--- src/til_ram.sv ---
`timescale 1ns / 1ps
// ---------------------------------------------------------------------------
// Trie insert and lookup - generic RAM
// Single-port synchronous RAM, one write or read a cycle, registered read
// data (old contents on a write).
// ---------------------------------------------------------------------------
module til_ram #(
    parameter int WIDTH = 8,
    parameter int DEPTH = 16
) (
    input  logic                     i_clk,
    input  logic                     i_we,
    input  logic [$clog2(DEPTH)-1:0] i_addr,
    input  logic [WIDTH-1:0]         i_wdata,
    output logic [WIDTH-1:0]         o_rdata
);

    logic [WIDTH-1:0] r_mem [DEPTH];
    logic [WIDTH-1:0] r_rdata;

    // Write port and registered read
    always_ff @(posedge i_clk) begin
        if (i_we) begin
            r_mem[i_addr] <= i_wdata;
        end
        r_rdata <= r_mem[i_addr];
    end

    assign o_rdata = r_rdata;

endmodule

--- config.mk ---
export PLATFORM = sky130hd
export DESIGN_NAME = til_ram
export DESIGN_NICKNAME = d
export VERILOG_FILES = /design/src/til_ram.sv
export SDC_FILE = /design/constraint.sdc
export NUM_CORES = 1
export LEC_CHECK = 0
export ABC_AREA = 1
export BUFFER_PORTS_ARGS = -buffer_cell sky130_fd_sc_hd__buf_2
export CORE_MARGIN = 4
export CORE_UTILIZATION = 55
export CTS_CLUSTER_SIZE = 16
export DETAILED_ROUTE_END_ITERATION = 6
export PLACE_DENSITY = 0.72
export SLEW_MARGIN = 30
export SYNTH_ARGS = -nofsm -noshare
export SYNTH_HDL_FRONTEND = slang
export SYNTH_SLANG_ARGS = --single-unit
--- constraint.sdc ---
create_clock -name i_clk -period 3.5 [get_ports i_clk]
set_clock_uncertainty 0.2 [all_clocks]
set_input_delay 0 -clock i_clk [delete_from_list [all_inputs] [get_ports i_clk]]
set_output_delay 0 -clock i_clk [all_outputs]
set_load 0.03 [all_outputs]
Word-level counts from Yosys, hierarchy flattened
Memories as Yosys holds them, arrays and structs flattened. A register that Yosys moved wholly into a read port is not among the register bits.
Cells that the tools add are included.
{ "classes": {"n_mux": 2} }
{ "ops": {"columns": ["op", "count"], "rows": [
  ["2-to-1 mux 1 bit", 2]
]} }
{ "word_totals": {"register_bits": 0, "ram_bits": 128, "output_inout_bits": 8, "mem_count": 1} }
{ "memory_table": {"columns": ["memory", "depth", "word_bits", "read_ports", "rd_ports_with_merged_regs", "write_ports", "line_no", "rtl"], "rows": [
  ["r_mem", 16, 8, 1, 1, 1, "18", "logic [WIDTH-1:0] r_mem [DEPTH];"]
]} }

Longest topological paths before layout
Gate-level depths: netlist of run 1.
{ "depth": {"word_depth": 2, "depth_mapped": 11, "mapped_depth_nobuf": 9} }

Worst setup path after synthesis of run 1
Ideal clock, no wire load.
{ "synth_timing": {"path_type": "in2reg", "start": "in i_addr[1]", "end": "mem r_mem[3][0], enable pin", "setup_ps": 370, "arrival_time_ps": 1007, "required_ps": 2930, "slack_ps": 1923, "path_stages": 4, "path_buffers": 2, "cell_sequence": "buf_2 > clkbuf_1 > nand3_1 > nor2_1"} }
{ "synth_rtl": {"columns": ["element", "line_no", "rtl"], "rows": [
  ["start, declared", "13", "input logic [$clog2(DEPTH)-1:0] i_addr,"],
  ["end, declared", "18", null]
]} }
Straight into the memory's write port.

==> impl_metrics.toml, run 1 <==
[run_status]
status = "finished clean"

[setup_path]
start_kind = "input pin"
reg2reg_slack_ps = 1220
slowest_stage = "dlygate4sd3_1"
worstSetupEndpointType = "flop"
crit_chain = "dlygate4sd3_1 > buf_2 > nor2_1 > dlygate4sd3_1 > nand2_1 > nand2_1 > dlygate4sd3_1 > inv_1 > nand2_1 > dlygate4sd3_1"
criticalPathCategory = "in2reg"
worstReg2RegEnd = "o_rdata[5]$_DFF_P_"
cp_max_fo = 8
ff2ff_path_depth = 10
critical_path_arrival_ps = 2970
cp.required_ps = 3760
r2r_start = "r_mem[5][5]$_DFFE_PP_"
crit_path_frequent_cell = "dlygate4sd3_1"
slowest_delay_ps = 770

[drt]
drt.antenna.violating_nets = 0
vias = 3723
firstDrtPassIters = 5
drc = 0
routed_wl_um = 11700
viasPerCell = 5.10
drtIter0Drc = 327
dr_wl_met2_um = 5660
wl_per_cell_um = 16.0
wl_met1_um = 5010
top_layer = "met4"
dr_wl_met3_um = 768

[floorplan]
initial_core_util = 0.570
die_width_um = 109
die_h_um = 109
io_pins = 22
die-area_um2 = 11800
core_area_um2 = 9820
row_count = 36

[clocking]
cts_inserted_buffers = 17
h-tree-depth = 4
cts_tree = "built"
clkLatencyLatePin_ps = 520
clockBufferDepth = 2
clock_sinks = 136
clk_pin_slew_worst_paths_ps = 60
root_buffer = "clkbuf_8"
post_cts_resize_count = 0

[global_routing]
antenna_found_initial = 0
grt_pass1_wl_um = 18800
grt_max_degree = 42
grt_util_all_layers = 0.221
overflow = 0
grt_pass1_vias = 3540

[synth]
synth_top_area_cell = "edfxtp_1"
syn_area_per_cell_um2 = 10.2
ys_top_cells_by_area = "edfxtp_1, nand2_1, dfxtp_1"
yosysTopAreaCellShare = 0.687
syn-instance-count = 548
syn-cell-area_um2 = 5590
synth_warnings = 0
synth.top_cells.by_count = "nand2_1, edfxtp_1, inv_1"
synth_edf_count = 128
yosysMostFrequentCell = "nand2_1"
async_flop_share = 0
ys_types = 11
synth_top_flop_cell = "edfxtp_1"
mappedNetlistNets = 562
yosysSeqAreaShare = 0.716
ys_ff_latch = 136

[power]
pwr-share-seq = 0.494
swShare = 0.217
combPwrFrac = 0.065
cellLeakagePower_nw = 2.77
ir_drop_mv = 0.405
power.internal_mw = 2.90
p_clk_frac = 0.441
p_per_area_nw_per_um2 = 573
power.net_switching_uw = 804

[place]
place_congestion = 0.820
portBuffers = 21
dp.final_hpwl_um = 6720
dp_cells = 684
placed_area_um2 = 5770

[layout]
final-seq-area_um2 = 4000
drive_gt1_frac = 0.0888
final_cell_area_um2 = 6460
fillers = 774
multiInputGateArea_um2 = 1390
antennaDiodeCount = 0
utilization = 0.658
area_delta_synth_final_pct = 15.5
fin_cells = 730
fin_nets = 598

[timing]
final.setup.tns_ps = 0
worstMarginPinSlew_ps = 902
finalCritPeriodShare = 0.774
rsz0062_at_grt = "no"
setup_viol = 0
finalMaxSlewViolations = 0
hold_ws_ps = 19.6
hold_viol = 0
min_period_ps = 2710
timing.fmax_ghz = 0.369
relSlewSlack = 0.397

[worst_hold_path]
hold_depth = 7
hold_class = "in2reg"
min_to = "o_rdata[1]$_DFF_P_"
holdCritStartpoint = "i_addr[1]"

[job]
drv_cap = 0
[cell families after synthesis]
logic type	count (synthesis)	synth area share
DFF	136	0.716
and+or+nand+nor	368	0.248
buffers and inverters	44	0.0362
[sequential cells by signal, summed over array words and instances (netlist names)]
register  flops
r_mem       128
o_rdata       8
[how the worst max path moves through the flow]
stage / endpoint / slack (ps) / cells past startpoint / startpoint
2_1_floorplan: r_mem[3][0]$_DFFE_PP_ / 1920 / 4 / i_addr[1]
3_3_place_gp: r_mem[14][6]$_DFFE_PP_ / 1290 / 4 / i_addr[0]
3_5_place_dp: r_mem[0][6]$_DFFE_PP_ / 1290 / 4 / i_addr[0]
4_1_cts: o_rdata[5]$_DFF_P_ / 850 / 10 / i_addr[2]
5_1_grt: o_rdata[5]$_DFF_P_ / 570 / 13 / i_addr[0]
6_report: o_rdata[5]$_DFF_P_ / 790 / 10 / i_addr[3]
[metrics by stage]
step                      power, mW  setup WS [ps]
after detailed placement       2.09           1290
after CTS                      3.72            853
after global placement         2.09           1290
after floorplan                2.01           1920
after global routing           3.84            566
final                          3.71            789
[worst max-delay path: cells and delay by family]
family | cells | cell delay [ps]
and+or+nand+nor | 4 | 370
buffers and inverters | 6 | 2600
[power by group through the flow]
stage          combinational [mW]  sequential [mW]  clock (mW)
6_report                    0.241             1.83        1.63
4_1_cts                     0.242             1.83        1.65
2_1_floorplan               0.126             1.89           0
3_5_place_dp                0.226             1.86           0
5_1_grt                     0.272             1.83        1.73
3_3_place_gp                0.224             1.86           0
[layer usage]
metal  GRT usage  vias to the layer above
li1            -                     1821
met1       0.298                     1746
met2       0.347                      135
met3      0.0539                       21
met4      0.0902                        0
met5           0                        -
[final cells by class]
| cell class | count | area share |
|---|---|---|
| multi-input cells | 368 | 0.215 |
| well taps | 133 | 0.0258 |
| inverters | 23 | 0.0134 |
| clock buffers | 25 | 0.0749 |
| repair buffers | 38 | 0.0414 |
| flip-flops and latches | 136 | 0.620 |
| clock inverters | 7 | 0.0105 |
[what timing repair did]
item	4_1_cts	5_1_grt
hold buffers	14	0
endpoints found under the hold margin	256	0
setup buffers	0	0
[layout by cell type (no fill, tap or decap), drive strengths merged]
cell,Yosys,layout
nor2,18,18
clkinvlp,0,3
nand2,346,346
clkbuf,3,25
dlygate4sd3,0,14
inv,22,22
nand3,4,4
buf,18,24
bufinv,0,1
edfxtp,128,128
dfxtp,8,8
clkinv,1,4
Note: power is estimated with default switching activity, not from simulation.
==> run 2, diff against run 1 <==
==> constraint.sdc (replaced) <==
create_clock -name i_clk -period 2.5 [get_ports i_clk]
set_clock_uncertainty 0.2 [all_clocks]
set_input_delay 0 -clock i_clk [delete_from_list [all_inputs] [get_ports i_clk]]
set_output_delay 0 -clock i_clk [all_outputs]
set_load 0.03 [all_outputs]
==> run 2 against run 1 <==
- worst hold slack better by 30 ps
- worst setup slack worse by 530 ps
- cell area up 1.4%
- die area unchanged
- largest power group unchanged
- highest routed layer unchanged
==> impl_metrics.toml, run 2 (synthesis gave the netlist of run 1 again) <==
[floorplan]
row_count = 36
io_pins = 22
initial_core_util = 0.570
core_area_um2 = 9820
die_width_um = 109
die-area_um2 = 11800
die_h_um = 109

[setup_path]
worstReg2RegEnd = "o_rdata[1]$_DFF_P_"
cp_max_fo = 9
crit_chain = "dlygate4sd3_1 > buf_2 > nor2_1 > dlygate4sd3_1 > buf_4 > inv_1 > nor2_1"
criticalPathCategory = "in2reg"
cp_top_family = "buffers and inverters"
start_kind = "input pin"
slowest_delay_ps = 590
cp.required_ps = 2450
r2r_start = "r_mem[5][1]$_DFFE_PP_"
reg2reg_slack_ps = 760
critical_path_arrival_ps = 2190
slowest_stage = "nor2_1"
crit_buf_inv = 5
ff2ff_path_depth = 9
worstSetupEndpointType = "flop"

[layout]
layout_common_cells = "nand2_1, edfxtp_1, inv_1, buf_2, nor2_1"
drive_gt1_frac = 0.105
fin_nets = 608
area_delta_synth_final_pct = 17.1
largest-register = "r_mem"
antennaDiodeCount = 0
final_common_cell = "nand2_1"
largest_reg_flops = 128
final_cell_area_um2 = 6550
fillers = 732

[clocking]
clkLatencyLatePin_ps = 520
cts_inserted_buffers = 17
clockBufferDepth = 2
postCtsSetupRepairBufs = 0
cts_tree = "built"
clock_sinks = 136
root_buffer = "clkbuf_8"
clk_pin_slew_worst_paths_ps = 50
h-tree-depth = 4

[drt]
firstDrtPassIters = 5
viasPerCell = 5.05
drtIter0Drc = 304
wl_per_cell_um = 16.1
routed_wl_um = 11900
drt.antenna.violating_nets = 0
vias = 3739
drc = 0

[worst_hold_path]
min_to = "o_rdata[0]$_DFF_P_"
hold_depth = 9
hold_class = "in2reg"
holdCritStartpoint = "i_addr[0]"

[place]
preCtsSetupSlack_ps = 561
dp.final_hpwl_um = 7120
placed_area_um2 = 5850
portBuffers = 21
place_congestion = 0.797

[timing]
setup_viol = 0
final.setup.tns_ps = 0
min_period_ps = 2250
timing.fmax_ghz = 0.445
worstMarginPinSlew_ps = 744
hold_viol = 0
timing.final.ws_setup_ps = 255
finalMaxSlewViolations = 0
relSlewSlack = 0.502
finalCritPeriodShare = 0.898
rsz0062_at_grt = "no"
hold_ws_ps = 49.6

[global_routing]
grt_max_degree = 42
grt_pass1_vias = 3686
antenna_found_initial = 0
grt_util_all_layers = 0.224
grt_pass1_wl_um = 19100
overflow = 0

[job]
drv_cap = 0

[power]
p_per_area_nw_per_um2 = 801
ir_drop_mv = 0.517
cellLeakagePower_nw = 2.84

[run_status]
status = "finished clean"
## run 2: changes by cell type in the layout (fill, tap and decap cells not counted)
cell,before,now
bufinv_16,1,2
clkbuf_8,5,4
buf_4,3,13
clkbuf_1,4,3
clkinv_2,3,6
clkinvlp_4,3,1
## run 2: through the flow
stage                util  instances  total power, mW
finish              0.667        740             5.25
global route        0.667        740             5.44
CTS                 0.667        740             5.27
detailed placement  0.595        694             2.94
global placement    0.595        694             2.93
floorplan               -        548             2.82
## run 2: worst reg2reg max path, cell delays in order (launching register included)
cell	delay (ps)
edfxtp_1	360
nand2_1	70
nand2_1	60
nand2_1	80
nand2_1	70
nand2_1	100
nand2_1	60
dlygate4sd3_1	550
inv_1	60
nand2_1	40
## run 2: how the worst max path moves through the flow
stage,from,to,slack [ps],cells past startpoint
after detailed placement,i_addr[0],r_mem[9][6]$_DFFE_PP_,560,3
after global routing,i_addr[3],r_mem[0][6]$_DFFE_PP_,180,7
final,i_addr[3],r_mem[0][4]$_DFFE_PP_,250,7
after global placement,i_addr[0],r_mem[1][6]$_DFFE_PP_,650,3
after CTS,i_addr[3],r_mem[2][6]$_DFFE_PP_,310,8
after floorplan,i_addr[1],r_mem[3][0]$_DFFE_PP_,920,4
## run 2: report_power, final
| group | switching (mW) | leakage [nW] | internal (mW) |
|---|---|---|---|
| clock network | 0.853 | 0.281 | 1.49 |
| registers | 0.0131 | 1.22 | 2.55 |
| logic | 0.245 | 1.33 | 0.0978 |
## run 2: metal layers
| layer | vias to the layer above | wire length (um) | part of all wire | GRT usage |
|---|---|---|---|---|
| met3 | 31 | 796 | 0.067 | 0.0616 |
| met1 | 1742 | 4970 | 0.42 | 0.293 |
| li1 | 1844 | - | - | - |
| met2 | 122 | 5680 | 0.48 | 0.348 |
| met5 | - | 0 | 0 | 0 |
| met4 | 0 | 439 | 0.037 | 0.107 |
## run 2: what timing repair did
item / CTS / global route
hold buffers: 14 / 0
endpoints found under the setup margin: 0 / 0
hold endpoints to repair: 254 / 0
resized for setup: 0 / 0
## run 2: cell type report
cell class	instances	area, um^2	share of cell area
clock buffer	23	467	0.0713
clock inverter	9	97.6	0.0149
inverter	23	86.3	0.0132
multi-input combinational	368	1390	0.212
sequential	136	4000	0.611
tap	133	166	0.0254
timing repair buffer	48	343	0.0523
==> run 3, diff against run 2 <==
--- a/config.mk
+++ b/config.mk
@@ -8,10 +8,10 @@
 export ABC_AREA = 1
 export BUFFER_PORTS_ARGS = -buffer_cell sky130_fd_sc_hd__buf_2
 export CORE_MARGIN = 4
-export CORE_UTILIZATION = 55
+export CORE_UTILIZATION = 40
 export CTS_CLUSTER_SIZE = 16
 export DETAILED_ROUTE_END_ITERATION = 6
-export PLACE_DENSITY = 0.72
+export REMOVE_ABC_BUFFERS = 1
 export SLEW_MARGIN = 30
 export SYNTH_ARGS = -nofsm -noshare
 export SYNTH_HDL_FRONTEND = slang
==> run 3 against run 2 <==
- sequential cell count stayed put
- worst hold slack better by 64 ps
- clock power rose by 7%
- cell area grew 0.48%
- non-clock buffer count decreased by 6
- critical endpoint is now o_rdata[4]$_DFF_P_
- critical path type unchanged
- maximum frequency grew 4.0%
- sequential power barely moved
- die area increased by 35%
- sequential share of layout area fell by 0.29 points
- clock-buffer cell count decreased by 6
- register-to-register slack about the same
==> impl_metrics.toml, run 3 (synthesis gave the netlist of run 1 again) <==
[timing]
finalCritPeriodShare = 0.864
final.setup.tns_ps = 0
worstMarginPinSlew_ps = 819
timing.fmax_ghz = 0.463
rsz0062_at_grt = "no"
relSlewSlack = 0.452
hold_viol = 0
finalMaxSlewViolations = 0
setup_viol = 0
min_period_ps = 2160

[clocking]
clockBufferDepth = 2
clkLatencyLatePin_ps = 420
clock_sinks = 136
hold_buffers = 14
postCtsSetupRepairBufs = 0
h-tree-depth = 4
root_buffer = "clkbuf_16"
post_cts_resize_count = 0
clk_pin_slew_worst_paths_ps = 60
cts_tree = "built"
cts_inserted_buffers = 17

[place]
dp.final_hpwl_um = 7270
place_congestion = 0.855
portBuffers = 21
dp_cells = 731

[setup_path]
worstSetupEndpointType = "flop"
crit_buf_inv = 5
cp.required_ps = 2650
criticalPathCategory = "in2reg"
cp.depth = 9
ff2ff_path_depth = 9
cp_top_family = "buffers and inverters"
slowest_stage = "dlygate4sd3_1"
crit_chain = "dlygate4sd3_1 > buf_2 > nor2_1 > dlygate4sd3_1 > nand2_1 > nand2_1 > dlygate4sd3_1 > inv_1 > nand2_1"
critical_path_arrival_ps = 2310
slowest_delay_ps = 700
start_kind = "input pin"
cp_max_fo = 8

[power]
power.net_switching_mw = 1.13
combPwrFrac = 0.063
swShare = 0.208
cellLeakagePower_nw = 2.81
p_per_area_nw_per_um2 = 821
ir_drop_mv = 0.552
pwr-share-seq = 0.475
p_clk_frac = 0.462
power.internal_mw = 4.27

[global_routing]
grt_max_degree = 65
grt_pass1_vias = 3641
grt_util_all_layers = 0.160
antenna_found_initial = 0
overflow = 0
grt_pass1_wl_um = 19000

[floorplan]
io_pins = 22
row_count = 42
core_area_um2 = 13500
die_width_um = 126
die_h_um = 126
die-area_um2 = 15900
initial_core_util = 0.416

[worst_hold_path]
hold_class = "in2reg"
hold_depth = 3

[drt]
viasPerCell = 4.69
firstDrtPassIters = 5
vias = 3636
routed_wl_um = 11900
drtIter0Drc = 297
drc = 0
wl_per_cell_um = 15.3
drt.antenna.violating_nets = 0

[run_status]
status = "finished clean"

[layout]
fillers = 1296
largest-register = "r_mem"
fin_nets = 602
area_delta_synth_final_pct = 17.7
final-seq-area_um2 = 4000
fin_cells = 775
layout_common_cells = "nand2_1, edfxtp_1, inv_1, buf_2, nor2_1"
multiInputGateArea_um2 = 1390
final_common_cell = "nand2_1"
utilization = 0.489
antennaDiodeCount = 0
largest_reg_flops = 128
drive_gt1_frac = 0.0902

[job]
drv_cap = 0
[run 3: changes by cell type in the layout (fill, tap and decap cells not counted), sizes merged]
cell and delta:
bufinv +2, clkbuf -6, buf -6, clkinv +2
[run 3: area by class of cell]
type                    count  share of cell area
well taps                 176              0.0335
multi-input cells         368               0.211
clock buffers              17              0.0646
repair buffers             42              0.0452
clock inverters            13              0.0245
inverters                  23              0.0131
flip-flops and latches    136               0.608
[run 3: tightest hold or removal path, delay by kind of cell]
family                 cells  cell delay [ps]
buffers and inverters      1              120
and+or+nand+nor            2              400
[run 3: path summary, 6_finish.rpt]
check                              from                     to  slack [ps]
hold reg to reg   r_mem[8][1]$_DFFE_PP_     o_rdata[1]$_DFF_P_         500
setup reg to reg  r_mem[4][4]$_DFFE_PP_     o_rdata[4]$_DFF_P_         770
setup / recovery              i_addr[2]     o_rdata[4]$_DFF_P_         340
hold / removal                     i_we  r_mem[1][1]$_DFFE_PP_         110
[run 3: routing by layer]
metal / wire length [um] / track usage / vias up
li1: - / - / 1832
met3: 637 / 0.0533 / 11
met4: 154 / 0.0568 / 0
met5: 0 / 0 / -
met2: 5690 / 0.251 / 89
met1: 5380 / 0.208 / 1704
[run 3: power groups by stage]
stage	Combinational, mW	Clock, mW	Sequential (mW)
finish	0.341	2.50	2.56
global route	0.387	2.65	2.57
CTS	0.345	2.54	2.56
detailed placement	0.328	0	2.61
global placement	0.326	0	2.61
floorplan	0.146	0	2.64
[run 3: metrics by stage]
stage                     setup WS, ps  power [mW]  area, um^2  hold slack (ps)
final                              341        5.40        6580              114
after global routing               239        5.60        6580              146
after CTS                          366        5.45        6580             93.0
after detailed placement           665        2.94        5850              238
after global placement             704        2.94        5850              236
after floorplan                    735        2.79        5480             -101
